<file path="config.mk">
export PLATFORM = sky130hd
export DESIGN_NAME = cubic_bspline_point_generator
export DESIGN_NICKNAME = d
export VERILOG_FILES = /design/src/design/cbs_pkg.sv /design/src/design/cubic_bspline_point_generator.sv /design/src/design/cbs_mac.sv /design/src/design/cbs_div3.sv
export SDC_FILE = /design/constraint.sdc
export NUM_CORES = 2
export LEC_CHECK = 0
export ABC_AREA = 0
export ABC_CLOCK_PERIOD_IN_PS = 10000
export BUFFER_PORTS_ARGS = -buffer_cell sky130_fd_sc_hd__clkbuf_2
export CORE_MARGIN = 3
export CORE_UTILIZATION = 40
export CTS_CLUSTER_SIZE = 40
export DETAILED_ROUTE_END_ITERATION = 8
export PLACE_DENSITY = 0.55
export SLEW_MARGIN = 20
export SYNTH_ARGS = -nofsm -noshare
export SYNTH_HDL_FRONTEND = slang
export SYNTH_HIERARCHICAL = 1
export SYNTH_SLANG_ARGS = --single-unit
</file>
<file path="constraint.sdc">
create_clock -name i_clk -period 10 [get_ports i_clk]
set_clock_uncertainty 0.05 [all_clocks]
set_input_delay 1 -clock i_clk [delete_from_list [all_inputs] [get_ports i_clk]]
set_output_delay 1 -clock i_clk [all_outputs]
set_load 0.01 [all_outputs]
</file>
<file path="src/design/cbs_pkg.sv">
// ----------------------------------------------------------------------------
// cbs_pkg
// Shared widths, constants, register codes and request types of the cubic
// B-spline point generator.
// ----------------------------------------------------------------------------
package cbs_pkg;

    localparam int COORD_W       = 32;
    localparam int FRAC_W        = 16;
    localparam int T_W           = 17;
    localparam int STEP_W        = 6;
    localparam int MAX_STEPS_DEF = 63;

    localparam logic [T_W-1:0]    T_ONE      = T_W'(1 << FRAC_W);
    localparam logic [STEP_W-1:0] STEP_RESET = STEP_W'(10);
    localparam logic [T_W-1:0]    INC_RESET  = T_W'(6554);

    localparam int T2_W = 2 * T_W - 1;
    localparam int T3_W = 3 * T_W - 2;

    localparam int HI_W  = (COORD_W > FRAC_W + 1) ? COORD_W - FRAC_W : 1;
    localparam int MA_W  = T2_W + 1;
    localparam int MB_W  = ((HI_W > T_W) ? HI_W : T_W) + 1;
    localparam int P_W   = MA_W + MB_W;
    localparam int ACC_W = P_W + FRAC_W + 1;

    localparam int W_W  = 19;
    localparam int BW_W = 52;

    localparam int DIV_W   = P_W + 1;
    localparam int DIV_N   = (DIV_W + 7) / 8;
    localparam int DIV_PAD = DIV_N * 8;

    localparam logic signed [ACC_W-1:0] ROUND_BIAS = ACC_W'(3 << FRAC_W);

    localparam int CFG_IDX_W  = 2;
    localparam int CFG_DATA_W = T_W;

    typedef enum logic [CFG_IDX_W-1:0] {
        REG_STEP_COUNT  = 2'd0,
        REG_T_INCREMENT = 2'd1
    } t_cfg_reg;

    typedef struct packed {
        logic signed [COORD_W-1:0] point_x;
        logic signed [COORD_W-1:0] point_y;
    } t_in_req;

    typedef struct packed {
        logic signed [COORD_W-1:0] curve_x;
        logic signed [COORD_W-1:0] curve_y;
        logic                      segment_last;
    } t_out_req;

    typedef struct packed {
        logic acc_en;
        logic first;
        logic shift;
    } t_mac_ctl;

endpackage

</file>
<file path="src/design/cubic_bspline_point_generator.sv">
// ----------------------------------------------------------------------------
// cubic_bspline_point_generator
// Takes 2D control points in signed Q16.16 and, once four points are held,
// emits step_count+1 points of the uniform cubic B-spline segment for each
// new point, at t = k * t_increment saturated at 1.0, flagging the last one.
// The first three points only fill the window and give no result. All
// multiplications run on one shared multiplier-accumulator under a small
// sequencer: per curve point it forms t^2, t^3, (1-t)^2, (1-t)^3, builds the
// four weights, then eight multiply-accumulate steps per axis, each sum
// followed by a byte-serial divide by three. A point that closes a segment
// is accepted and then stalls the input until the segment's last curve
// point has been loaded into the output register, also while a result is
// held off; other points are taken without a stall. A finished curve point
// waits in the output register while the next one is computed.
// ----------------------------------------------------------------------------
module cubic_bspline_point_generator
    import cbs_pkg::*;
#(
    parameter int MAX_STEPS = MAX_STEPS_DEF
) (
    input  logic                  i_clk,
    input  logic                  i_rst_n,
    input  logic                  i_cfg_we,
    input  logic [CFG_IDX_W-1:0]  i_cfg_index,
    input  logic [CFG_DATA_W-1:0] i_cfg_data,
    input  logic                  i_in_valid,
    output logic                  o_in_stall,
    input  t_in_req               i_in_req,
    output logic                  o_out_valid,
    input  logic                  i_out_stall,
    output t_out_req              o_out_req
);

    localparam int K_W = $clog2(MAX_STEPS + 1);

    typedef enum logic [10:0] {
        S_IDLE   = 11'b00000000001,
        S_T2     = 11'b00000000010,
        S_T3     = 11'b00000000100,
        S_U2     = 11'b00000001000,
        S_U3     = 11'b00000010000,
        S_WGT    = 11'b00000100000,
        S_MUL    = 11'b00001000000,
        S_DRAIN  = 11'b00010000000,
        S_DSTART = 11'b00100000000,
        S_DWAIT  = 11'b01000000000,
        S_EMIT   = 11'b10000000000
    } t_state;

    t_state                    r_state;
    t_state                    n_state;
    logic [STEP_W-1:0]         r_step_count;
    logic [T_W-1:0]            r_t_inc;
    logic [1:0]                r_seen;
    logic signed [COORD_W-1:0] r_win_x [3];
    logic signed [COORD_W-1:0] r_win_y [3];
    logic signed [COORD_W-1:0] r_new_x;
    logic signed [COORD_W-1:0] r_new_y;
    logic [K_W-1:0]            r_k;
    logic [T_W-1:0]            r_t;
    logic [T2_W-1:0]           r_t2;
    logic [T3_W-1:0]           r_t3;
    logic [W_W-1:0]            r_w [4];
    logic [2:0]                r_idx;
    logic                      r_axis;
    logic signed [COORD_W-1:0] r_res_x;
    logic                      r_out_valid;
    t_out_req                  r_out_req;

    logic                      n_in_take;
    logic                      n_out_load;
    logic                      n_last;
    logic [K_W-1:0]            n_steps;
    logic [T_W:0]              n_t_sum;
    logic [T_W-1:0]            n_t_next;
    logic [T_W-1:0]            n_u;
    logic [BW_W-1:0]           n_s3;
    logic [BW_W-1:0]           n_te;
    logic [BW_W-1:0]           n_t2e;
    logic [BW_W-1:0]           n_t3e;
    logic [BW_W-1:0]           n_b [4];
    logic [BW_W-1:0]           n_rb [4];
    logic signed [COORD_W-1:0] n_coord;
    logic signed [COORD_W-1:0] n_coord_shr;
    logic signed [HI_W-1:0]    n_hi;
    logic [FRAC_W-1:0]         n_lo;
    logic signed [MA_W-1:0]    n_a;
    logic signed [MB_W-1:0]    n_bop;
    t_mac_ctl                  n_ctl;
    logic                      n_div_start;
    logic                      n_div_done;
    logic signed [COORD_W-1:0] n_div_coord;
    logic signed [P_W-1:0]     n_prod;
    logic signed [ACC_W-1:0]   n_acc;

    cbs_mac u_mac (
        .i_clk   (i_clk),
        .i_rst_n (i_rst_n),
        .i_a     (n_a),
        .i_b     (n_bop),
        .i_ctl   (n_ctl),
        .o_prod  (n_prod),
        .o_acc   (n_acc)
    );

    cbs_div3 u_div3 (
        .i_clk   (i_clk),
        .i_rst_n (i_rst_n),
        .i_start (n_div_start),
        .i_value (n_acc[ACC_W-1:FRAC_W+1]),
        .o_done  (n_div_done),
        .o_coord (n_div_coord)
    );

    assign o_in_stall  = (r_state != S_IDLE);
    assign n_in_take   = i_in_valid && (r_state == S_IDLE);
    assign n_out_load  = (r_state == S_EMIT) && (!r_out_valid || !i_out_stall);
    assign n_div_start = (r_state == S_DSTART);

    always_comb begin
        n_steps  = (r_step_count > STEP_W'(MAX_STEPS)) ? K_W'(MAX_STEPS)
                                                      : r_step_count[K_W-1:0];
        n_last   = (r_k == n_steps);
        n_t_sum  = {1'b0, r_t} + {1'b0, r_t_inc};
        n_t_next = (n_t_sum > (T_W+1)'(T_ONE)) ? T_ONE : n_t_sum[T_W-1:0];
        n_u      = T_ONE - r_t;
    end

    // weights as multiples of 2^-48, rounded half up to 2^-16
    always_comb begin
        n_s3  = BW_W'(1) << (3 * FRAC_W);
        n_te  = BW_W'(r_t);
        n_t2e = BW_W'(r_t2);
        n_t3e = BW_W'(r_t3);
        n_b[0] = BW_W'(n_prod[T3_W-1:0]);
        n_b[1] = (n_s3 << 2) + (n_t3e << 1) + n_t3e
               - (n_t2e << (FRAC_W + 1)) - (n_t2e << (FRAC_W + 2));
        n_b[2] = n_s3 + (n_te << (2 * FRAC_W + 1)) + (n_te << (2 * FRAC_W))
               + (n_t2e << (FRAC_W + 1)) + (n_t2e << FRAC_W)
               - (n_t3e << 1) - n_t3e;
        n_b[3] = n_t3e;
        for (int i = 0; i < 4; i++) begin
            n_rb[i] = n_b[i] + (BW_W'(1) << (2 * FRAC_W - 1));
        end
    end

    always_comb begin
        unique case (r_idx[2:1])
            2'd0:    n_coord = r_axis ? r_win_y[0] : r_win_x[0];
            2'd1:    n_coord = r_axis ? r_win_y[1] : r_win_x[1];
            2'd2:    n_coord = r_axis ? r_win_y[2] : r_win_x[2];
            default: n_coord = r_axis ? r_new_y : r_new_x;
        endcase
        n_coord_shr = n_coord >>> FRAC_W;
        n_hi        = n_coord_shr[HI_W-1:0];
        n_lo        = n_coord[FRAC_W-1:0];
    end

    always_comb begin
        n_a   = '0;
        n_bop = '0;
        n_ctl = '0;
        unique case (r_state)
            S_T2: begin
                n_a   = MA_W'(r_t);
                n_bop = MB_W'(r_t);
            end
            S_T3: begin
                n_a   = MA_W'(n_prod[T2_W-1:0]);
                n_bop = MB_W'(r_t);
            end
            S_U2: begin
                n_a   = MA_W'(n_u);
                n_bop = MB_W'(n_u);
            end
            S_U3: begin
                n_a   = MA_W'(n_prod[T2_W-1:0]);
                n_bop = MB_W'(n_u);
            end
            S_MUL: begin
                n_a          = MA_W'(r_w[r_idx[2:1]]);
                n_bop        = r_idx[0] ? MB_W'(n_lo) : MB_W'(n_hi);
                n_ctl.acc_en = 1'b1;
                n_ctl.first  = (r_idx == 3'd0);
                n_ctl.shift  = !r_idx[0];
            end
            default: begin
            end
        endcase
    end

    always_comb begin
        n_state = r_state;
        unique case (r_state)
            S_IDLE:   if (n_in_take && (r_seen == 2'd3)) n_state = S_T2;
            S_T2:     n_state = S_T3;
            S_T3:     n_state = S_U2;
            S_U2:     n_state = S_U3;
            S_U3:     n_state = S_WGT;
            S_WGT:    n_state = S_MUL;
            S_MUL:    if (r_idx == 3'd7) n_state = S_DRAIN;
            S_DRAIN:  n_state = S_DSTART;
            S_DSTART: n_state = S_DWAIT;
            S_DWAIT: begin
                if (n_div_done) n_state = r_axis ? S_EMIT : S_MUL;
            end
            S_EMIT: begin
                if (n_out_load) n_state = n_last ? S_IDLE : S_T2;
            end
            default:  n_state = S_IDLE;
        endcase
    end

    always_ff @(posedge i_clk) begin
        if (!i_rst_n) begin
            r_state      <= S_IDLE;
            r_step_count <= STEP_RESET;
            r_t_inc      <= INC_RESET;
            r_seen       <= 2'd0;
            r_out_valid  <= 1'b0;
            r_k          <= '0;
            r_idx        <= '0;
            r_axis       <= 1'b0;
            for (int i = 0; i < 3; i++) begin
                r_win_x[i] <= '0;
                r_win_y[i] <= '0;
            end
        end else begin
            r_state <= n_state;
            if (i_cfg_we) begin
                unique case (t_cfg_reg'(i_cfg_index))
                    REG_STEP_COUNT:  r_step_count <= i_cfg_data[STEP_W-1:0];
                    REG_T_INCREMENT: r_t_inc      <= i_cfg_data;
                    default: begin
                    end
                endcase
            end
            if (n_out_load) begin
                r_out_valid <= 1'b1;
            end else if (!i_out_stall) begin
                r_out_valid <= 1'b0;
            end
            if (n_in_take) begin
                r_k <= '0;
                if (r_seen != 2'd3) begin
                    r_seen     <= r_seen + 1'b1;
                    r_win_x[0] <= r_win_x[1];
                    r_win_x[1] <= r_win_x[2];
                    r_win_x[2] <= i_in_req.point_x;
                    r_win_y[0] <= r_win_y[1];
                    r_win_y[1] <= r_win_y[2];
                    r_win_y[2] <= i_in_req.point_y;
                end
            end
            if (r_state == S_WGT) begin
                r_idx  <= '0;
                r_axis <= 1'b0;
            end
            if (r_state == S_MUL) begin
                r_idx <= r_idx + 1'b1;
            end
            if ((r_state == S_DWAIT) && n_div_done) begin
                r_idx  <= '0;
                r_axis <= 1'b1;
            end
            if (n_out_load) begin
                r_k <= r_k + 1'b1;
                if (n_last) begin
                    r_win_x[0] <= r_win_x[1];
                    r_win_x[1] <= r_win_x[2];
                    r_win_x[2] <= r_new_x;
                    r_win_y[0] <= r_win_y[1];
                    r_win_y[1] <= r_win_y[2];
                    r_win_y[2] <= r_new_y;
                end
            end
        end
    end

    always_ff @(posedge i_clk) begin
        if (n_in_take) begin
            r_new_x <= i_in_req.point_x;
            r_new_y <= i_in_req.point_y;
            r_t     <= '0;
        end
        if (r_state == S_T3) begin
            r_t2 <= n_prod[T2_W-1:0];
        end
        if (r_state == S_U2) begin
            r_t3 <= n_prod[T3_W-1:0];
        end
        if (r_state == S_WGT) begin
            for (int i = 0; i < 4; i++) begin
                r_w[i] <= n_rb[i][2*FRAC_W+W_W-1:2*FRAC_W];
            end
        end
        if ((r_state == S_DWAIT) && n_div_done && !r_axis) begin
            r_res_x <= n_div_coord;
        end
        if (n_out_load) begin
            r_out_req.curve_x      <= r_res_x;
            r_out_req.curve_y      <= n_div_coord;
            r_out_req.segment_last <= n_last;
            r_t                    <= n_t_next;
        end
    end

    assign o_out_valid = r_out_valid;
    assign o_out_req   = r_out_req;

endmodule

</file>
<file path="src/design/cbs_mac.sv">
// ----------------------------------------------------------------------------
// cbs_mac
// Shared signed multiplier with a registered product and a delayed
// accumulator that sums weighted coordinate parts.
// ----------------------------------------------------------------------------
module cbs_mac
    import cbs_pkg::*;
(
    input  logic                    i_clk,
    input  logic                    i_rst_n,
    input  logic signed [MA_W-1:0]  i_a,
    input  logic signed [MB_W-1:0]  i_b,
    input  t_mac_ctl                i_ctl,
    output logic signed [P_W-1:0]   o_prod,
    output logic signed [ACC_W-1:0] o_acc
);

    logic signed [P_W-1:0]   r_prod;
    logic signed [ACC_W-1:0] r_acc;
    t_mac_ctl                r_ctl;
    logic signed [ACC_W-1:0] n_term;
    logic signed [ACC_W-1:0] n_base;

    always_ff @(posedge i_clk) begin
        if (!i_rst_n) begin
            r_ctl <= '0;
        end else begin
            r_ctl <= i_ctl;
        end
    end

    always_comb begin
        n_term = r_ctl.shift ? {r_prod[P_W-1], r_prod, {FRAC_W{1'b0}}} : ACC_W'(r_prod);
        n_base = r_ctl.first ? ROUND_BIAS : r_acc;
    end

    always_ff @(posedge i_clk) begin
        r_prod <= i_a * i_b;
        if (r_ctl.acc_en) begin
            r_acc <= n_base + n_term;
        end
    end

    assign o_prod = r_prod;
    assign o_acc  = r_acc;

endmodule

</file>
<file path="src/design/cbs_div3.sv">
// ----------------------------------------------------------------------------
// cbs_div3
// Byte-serial floor division by three of a signed value, with saturation
// of the quotient to the coordinate range.
// ----------------------------------------------------------------------------
module cbs_div3
    import cbs_pkg::*;
(
    input  logic                      i_clk,
    input  logic                      i_rst_n,
    input  logic                      i_start,
    input  logic signed [P_W-1:0]     i_value,
    output logic                      o_done,
    output logic signed [COORD_W-1:0] o_coord
);

    localparam int CNT_W = $clog2(DIV_N + 1);
    localparam logic [DIV_W-1:0] U_BIAS = DIV_W'(3) << (P_W - 1);
    localparam logic signed [P_W-1:0] Q_MAX = P_W'((64'sd1 <<< (COORD_W - 1)) - 64'sd1);
    localparam logic signed [P_W-1:0] Q_MIN = ~Q_MAX;

    logic [DIV_PAD-1:0] r_num;
    logic [DIV_PAD-1:0] r_quot;
    logic [1:0]         r_rem;
    logic [CNT_W-1:0]   r_cnt;
    logic               r_busy;
    logic               r_done;

    logic [DIV_W-1:0]      n_u;
    logic [1:0]            n_rem;
    logic [7:0]            n_byte;
    logic [2:0]            n_cur;
    logic signed [P_W-1:0] n_q;

    always_comb begin
        n_u    = {i_value[P_W-1], i_value} + U_BIAS;
        n_rem  = r_rem;
        n_byte = '0;
        n_cur  = '0;
        for (int j = 0; j < 8; j++) begin
            n_cur = {n_rem, r_num[DIV_PAD-1-j]};
            if (n_cur >= 3'd3) begin
                n_byte[7-j] = 1'b1;
                n_rem       = 2'(n_cur - 3'd3);
            end else begin
                n_byte[7-j] = 1'b0;
                n_rem       = n_cur[1:0];
            end
        end
    end

    always_ff @(posedge i_clk) begin
        if (!i_rst_n) begin
            r_busy <= 1'b0;
            r_done <= 1'b0;
            r_cnt  <= '0;
        end else begin
            r_done <= 1'b0;
            if (i_start) begin
                r_busy <= 1'b1;
                r_cnt  <= CNT_W'(DIV_N);
            end else if (r_busy) begin
                r_cnt <= r_cnt - 1'b1;
                if (r_cnt == CNT_W'(1)) begin
                    r_busy <= 1'b0;
                    r_done <= 1'b1;
                end
            end
        end
    end

    always_ff @(posedge i_clk) begin
        if (i_start) begin
            r_num <= DIV_PAD'(n_u);
            r_rem <= 2'd0;
        end else if (r_busy) begin
            r_num  <= r_num << 8;
            r_rem  <= n_rem;
            r_quot <= {r_quot[DIV_PAD-9:0], n_byte};
        end
    end

    always_comb begin
        n_q = {~r_quot[P_W-1], r_quot[P_W-2:0]};
        if (n_q > Q_MAX) begin
            o_coord = Q_MAX[COORD_W-1:0];
        end else if (n_q < Q_MIN) begin
            o_coord = Q_MIN[COORD_W-1:0];
        end else begin
            o_coord = n_q[COORD_W-1:0];
        end
    end

    assign o_done = r_done;

endmodule

</file>
==> Word level (Yosys, flattened, before mapping) <==
Memory sizes are Yosys's and may differ from the RTL's. A register that Yosys moved wholly into a read port is not among the register bits.
Cells that the tools add are included.
W data, S select, Z words.
{ "word_totals": {"register_bits": 546, "n_memories": 3, "ram_bits": 268} }
{ "classes": {"add_sub_neg": 30, "mux": 81, "bitwise_logic": 16, "n_lt_le_gt_ge": 12, "n_eq_ne": 25, "multipliers": 1, "reduce_logical": 28} }
{ "memory_table": {"columns": ["name", "words", "word_bits", "read_ports", "rd_ports_with_merged_regs", "write_ports", "line_no", "source"], "rows": [
  ["r_win_x", 3, 32, 3, 0, 3, "cubic_bspline_point_generator.sv:55", "logic signed [COORD_W-1:0] r_win_x [3];"],
  ["r_win_y", 3, 32, 3, 0, 3, "cubic_bspline_point_generator.sv:56", "logic signed [COORD_W-1:0] r_win_y [3];"],
  ["r_w", 4, 19, 1, 1, 4, "cubic_bspline_point_generator.sv:63", "logic [W_W-1:0] r_w [4];"]
]} }
{ "op_table": {"columns": ["cell", "n"], "rows": [
  ["$mux W32", 18],
  ["$add A51 B49 Y51", 3],
  ["$pmux W33 S4", 1],
  ["$pmux W11 S11", 1],
  ["$mux W53", 2],
  ["$add A51 B32 Y51 const B", 2],
  ["$sub A51 B50 Y51", 2],
  ["$add A49 B32 Y50 const B", 2],
  ["$pmux W32 S3", 1],
  ["$add A69 B68 Y69", 1],
  ["$mux W69", 1],
  ["$mux W67", 1],
  ["$mux W11", 5],
  ["$pmux W18 S3", 1],
  ["$add A52 B52 Y53 const B", 1],
  ["$gt A52 B32 Y1 const B", 1],
  ["$lt A52 B32 Y1 const B", 1],
  ["$mul A34 B18 Y52", 1],
  ["$add A49 B50 Y51 const A", 1],
  ["$add A51 B50 Y51", 1],
  ["$add A51 B50 Y51 const A", 1],
  ["$mux W17", 3],
  ["$sub A51 B49 Y51", 1],
  ["$sub A51 B51 Y51", 1],
  ["46 further kinds", 140]
]} }

==> Longest topological paths before layout <==
{ "depth": {"word_depth": 16, "ltp_mapped": 42, "depth_no_buf": 39} }

==> Cells and area by module <==
Netlist, hierarchy kept.
{ "modules_own_cells": {"columns": ["mod", "cells_per_inst", "area_per_inst_um2", "seq_area_each_um2", "n_inst"], "rows": [
  ["cubic_bspline_point_generator", 2807, 34790.9, 16776.1, 1],
  ["cbs_mac", 3247, 29112.9, 3173.0, 1],
  ["cbs_div3", 432, 5444.0, 3353.2, 1]
]} }

==> Worst setup path after synthesis <==
Ideal clock, no wire load.
{ "synth_path": {"path_kind": "flip-flop to flip-flop", "from": "register r_state[10]", "to": "register u_mac.r_prod[51] (netlist: u_mac/o_prod[51])", "t_required_ps": 9878, "period_less_slack_ps": 9901, "arrival_time_ps": 9778, "path_slack_ps": 99, "stages_incl_launch_ff": 35, "cell_sequence": "dfxtp_1 > nor3_1 > nand3_1 > or3_1 > nor2_1 > nor2_1 > clkbuf_1 > a21oi_1 > nor2_1 > nand3_1 > clkbuf_1 > clkbuf_1 > nand2_1 > fa_1 > inv_1 > fa_1 > inv_1 > fa_1 > inv_1 > fa_1 > fa_1 > inv_1 > fa_1 > inv_1 > ha_1 > nand2_1 > nor2_1 > a211oi_2 > a2111oi_2 > o31a_1 > a221o_2 > a311o_1 > a311o_1 > a21oi_2 > xnor2_1"} }
{ "synth_between": {"elab_chain_len": 4} }
{ "synth_rtl": {"columns": ["element", "line_no", "source"], "rows": [
  ["start: declaration", "cubic_bspline_point_generator.sv:50", "t_state r_state;"],
  ["start signal: assignment", "cubic_bspline_point_generator.sv:229", "r_state <= n_state;"],
  ["$eq A11 B4 Y1 (tied with other cells)", "cubic_bspline_point_generator.sv:163", "unique case (r_state)"],
  ["$reduce_or A2 Y1 (no line)", null, null],
  ["$pmux W18 S3 *", "cubic_bspline_point_generator.sv:163", null],
  ["via n_bop[11]", "cubic_bspline_point_generator.sv:88", "logic signed [MB_W-1:0] n_bop;"],
  ["$mul A34 B18 Y52 *", "cbs_mac.sv:38", "r_prod <= i_a * i_b;"],
  ["end signal: assignment", "cbs_mac.sv:38", null],
  ["end: declaration", "cbs_mac.sv:18", "logic signed [P_W-1:0] r_prod;"]
]} }
Mark *: on every way through the listed nets, which the timed path passes. The rest lies on a longest branch.
A chain may end at the register's enable or synchronous reset.

==> Worst setup path in the final report <==
{ "layout_path": {"from": "register r_t[1]", "to": "register u_mac.r_prod[51] (netlist: u_mac/o_prod[51])"} }
{ "layout_between": {"elab_chain_len": 3} }
{ "layout_rtl": {"columns": ["element", "line_no", "source"], "rows": [
  ["start: declaration", "cubic_bspline_point_generator.sv:60", "logic [T_W-1:0] r_t;"],
  ["start signal: assignment", "cubic_bspline_point_generator.sv:304", "r_t <= n_t_next;"],
  ["$sub A17 B17 Y17", "cubic_bspline_point_generator.sv:126", "n_u = T_ONE - r_t;"],
  ["$pmux W18 S3", "cubic_bspline_point_generator.sv:163", null],
  ["via n_bop[16]", "cubic_bspline_point_generator.sv:88", null],
  ["$mul A34 B18 Y52", "cbs_mac.sv:38", null]
]} }
The timed path passes the listed nets, and every way through them passes these cells.

==> impl_metrics.json <==
{
  "antenna_found_initial": 17,
  "cts_root_buffer": "clkbuf_16",
  "synth-compound-area-share_pct": 9.424,
  "ys.flop_type": "edfxtp_1",
  "cts_made_buffers": 88,
  "p_clk_share_pct": 36.1,
  "hold_violations": 0,
  "maxCapViolations": 0,
  "synth_top_area_share_pct": 30.31,
  "ys_async_sr_fraction_pct": 0,
  "worstSetupEndpoint": "u_mac/o_prod[51]$_DFF_P_",
  "viasPerCell": 5.287,
  "wl_per_cell_um": 21.11,
  "peakVddDrop_uv": 110.4,
  "path_class": "reg2reg",
  "yosysTopAreaCell": "edfxtp_1",
  "synthMuxAreaShare_pct": 3.744,
  "dp_cells": 8829,
  "synthCells": 6486,
  "p_sw_share_pct": 28.92,
  "crit_path_start": "r_t[1]$_SDFFCE_PN0P_",
  "fin_crit_ns": 9.539,
  "drt-total-wl_um": 190100,
  "status": "finished, final reports clean",
  "synth_top_family_by_area": "adder cells",
  "finalNetCount": 7954,
  "drive_above_1_share_pct": 10.45,
  "grt_pass1_wl_um": 297500,
  "die_h_um": 422.4,
  "synth_commonest_cells": "inv_1 (1030), fa_1 (749), edfxtp_1 (700), nand2_1 (698), ha_1 (498)",
  "clock_tree.buffer_depth": 3,
  "numPortBuffers": 154,
  "powerDensity_nw_per_um2": 121.8,
  "grt_pass1_vias": 49473,
  "cp_common_cell": "fa_1",
  "worstPathRequired_ns": 10.57,
  "path_clk_slew_ns": 0.06,
  "dp_hpwl_um": 144700,
  "overflow": 0,
  "grt_use_total_pct": 21.34,
  "tightest_slew_ns": 1.075,
  "path_max_fanout": 13,
  "p_leak_uw": 0.03392,
  "yosysUniqueCellTypes": 104,
  "insertion_delay_ns": 0.71,
  "yosysMostFrequentCell": "inv_1",
  "htree_levels": 3,
  "yosys-top-cells-area": "edfxtp_1 (30%), fa_1 (22%), ha_1 (9.0%)",
  "combPwrFrac_pct": 19.7,
  "synth_seq_cells": 814,
  "final_cells": 9004,
  "r2r_setup_slack_ns": 0.46,
  "fin_tns_setup_ns": 0,
  "critical_path_arrival_ns": 10.11,
  "finalCritPeriodShare_pct": 95.39,
  "finalSetupViolations": 0,
  "postLayoutCoreUtil_pct": 44.48,
  "grt_max_degree": 160,
  "endpoint_kind": "flop",
  "drt_iter0_drc": 3374,
  "cts_tree": "built",
  "synthSimpleGateAreaFrac_pct": 12.78,
  "r2r_start": "r_t[1]$_SDFFCE_PN0P_",
  "syn_area_um2": 69350,
  "reg2regPathDepth": 30,
  "slew_viol_final": 0,
  "ant_nets": 0,
  "critPathSlowestCell": "fa_1",
  "drt-pass1-iter-count": 6,
  "synthXorXnorAreaFrac_pct": 2.728,
  "route.detailed.drc": 0,
  "clock_sinks": 814,
  "syn_area_per_cell_um2": 10.69,
  "p_int_uw": 6621,
  "yosysWarnings": 6,
  "multi_input_area_um2": 41390,
  "seq_area_frac_synth_pct": 33.60,
  "synthAdderAreaFrac_pct": 30.61,
  "io_pins": 155,
  "fp-row-count": 152,
  "slew_headroom_pct": 28.31,
  "die_w_um": 422.4,
  "gp_congestion": 0.8920,
  "fmax_ghz": 0.1048,
  "p_sw_uw": 2694,
  "start_util_pct": 40.34,
  "max_stage_delay_ns": 0.55,
  "n_fill_cell": 16422,
  "synthToLayoutAreaGrowth_pct": 10.27,
  "dieArea_um2": 178400,
  "reg2reg_to": "u_mac/o_prod[51]$_DFF_P_",
  "core_area_um2": 171900,
  "cp-start-kind": "flop",
  "regArea_um2": 23320,
  "synth-edff-count": 700,
  "dr_total_vias": 47608,
  "pwr-share-seq_pct": 44.1,
  "hold_path_class": "reg2reg"
}
==> power by group through the flow <==
stage | Clock, uW | Sequential, uW | Combinational (uW)
2_1_floorplan | 0 | 4140 | 1320
3_3_place_gp | 0 | 4170 | 1790
3_5_place_dp | 0 | 4170 | 1810
4_1_cts | 3470 | 4100 | 1830
5_1_grt | 3580 | 4130 | 2040
6_report | 3370 | 4110 | 1840
==> cell usage in the layout, fill, tap and decap left out, types with 102 or more instances in the layout <==
master	instances
nor2b_1	115
xnor2_1	147
clkbuf_2	158
and2_1	404
inv_1	1027
nand2_1	697
edfxtp_1	700
mux2_2	102
fa_1	749
buf_4	135
a21oi_1	201
ha_1	498
a21o_1	129
o21ai_0	166
dfxtp_1	108
nor2_1	183
==> final cells by class <==
class | instances | share of cell area, %
Clock inverter | 51 | 0.7412
Clock buffer | 111 | 3.081
Inverter | 1035 | 5.082
Sequential cell | 814 | 30.49
Antenna cell | 3 | 0.009818
Timing Repair Buffer | 303 | 2.680
Tap cell | 2310 | 3.780
Multi-Input combinational cell | 4377 | 54.13
==> critical path, delay by kind of cell (launching register included) <==
family / cells / cell delay [ns]
buf+inv: 3 / 0.20
flops: 1 / 0.38
fa+ha+maj: 8 / 3.64
compound gates: 10 / 2.54
simple gates: 8 / 2.50
xor+xnor: 1 / 0.13
==> registers in the layout, indices dropped and copies added, names as in the netlist, 33 cells and up, named ones only <==
register,count
u_div3/r_num,56
u_mac/o_prod,52
o_out_req,65
r_w,74
u_div3/r_quot,52
u_mac/o_acc,69
r_win_x,96
r_win_y,96
r_t2,33
r_t3,49
==> routing by layer <==
metal,up-vias,track usage [%],routed length [um]
li1,21923,-,-
met4,0,4.442,3384
met1,24237,31.19,88760
met2,1269,34.16,86860
met5,-,0,0
met3,179,2.605,11080
==> stage by stage <==
step / instance area (um2) / setup WS [ns] / power [uW] / hold WS, ns
floorplan: 69380 / 0.09933 / 5459 / 0.3503
global placement: 73350 / 0.2912 / 5959 / 0.3525
detailed placement: 73350 / 0.2038 / 5986 / 0.3545
CTS: 76280 / 0.1813 / 9398 / 0.3658
global route: 76460 / -0.005766 / 9750 / 0.3729
finish: 76470 / 0.4605 / 9315 / 0.3640
==> what timing repair did <==
action,4_1_cts,5_1_grt
endpoints found under the hold margin,0,0
setup buffers,0,8
gates resized for setup,0,13
hold buffers,0,0
endpoints found under the setup margin,0,7
==> kinds of logic (layout without fill, tap and decap cells) <==
kind of cell / after synthesis / count (layout)
muxes: 184 / 184
xor gates and xnor gates: 216 / 216
DFF: 814 / 814
buffers and inverters: 1304 / 1500
and+or+nand+nor: 1773 / 1773
AOI/OAI and AO/OA: 947 / 948
other: 1 / 12
adders and majority gates: 1247 / 1247
==> worst min-delay path by stage <==
stage	slack, ns	startpoint	depth (start not counted)	to
after floorplan	0.35	r_res_x[0]$_DFFE_PP_	0	o_out_req[33]$_DFFE_PP_
after global placement	0.35	r_res_x[24]$_DFFE_PP_	0	o_out_req[57]$_DFFE_PP_
after detailed placement	0.35	r_res_x[7]$_DFFE_PP_	0	o_out_req[40]$_DFFE_PP_
after CTS	0.37	r_res_x[7]$_DFFE_PP_	0	o_out_req[40]$_DFFE_PP_
after global routing	0.37	r_res_x[14]$_DFFE_PP_	0	o_out_req[47]$_DFFE_PP_
final	0.36	r_res_x[7]$_DFFE_PP_	0	o_out_req[40]$_DFFE_PP_
Power figures use the tool's default switching activity.
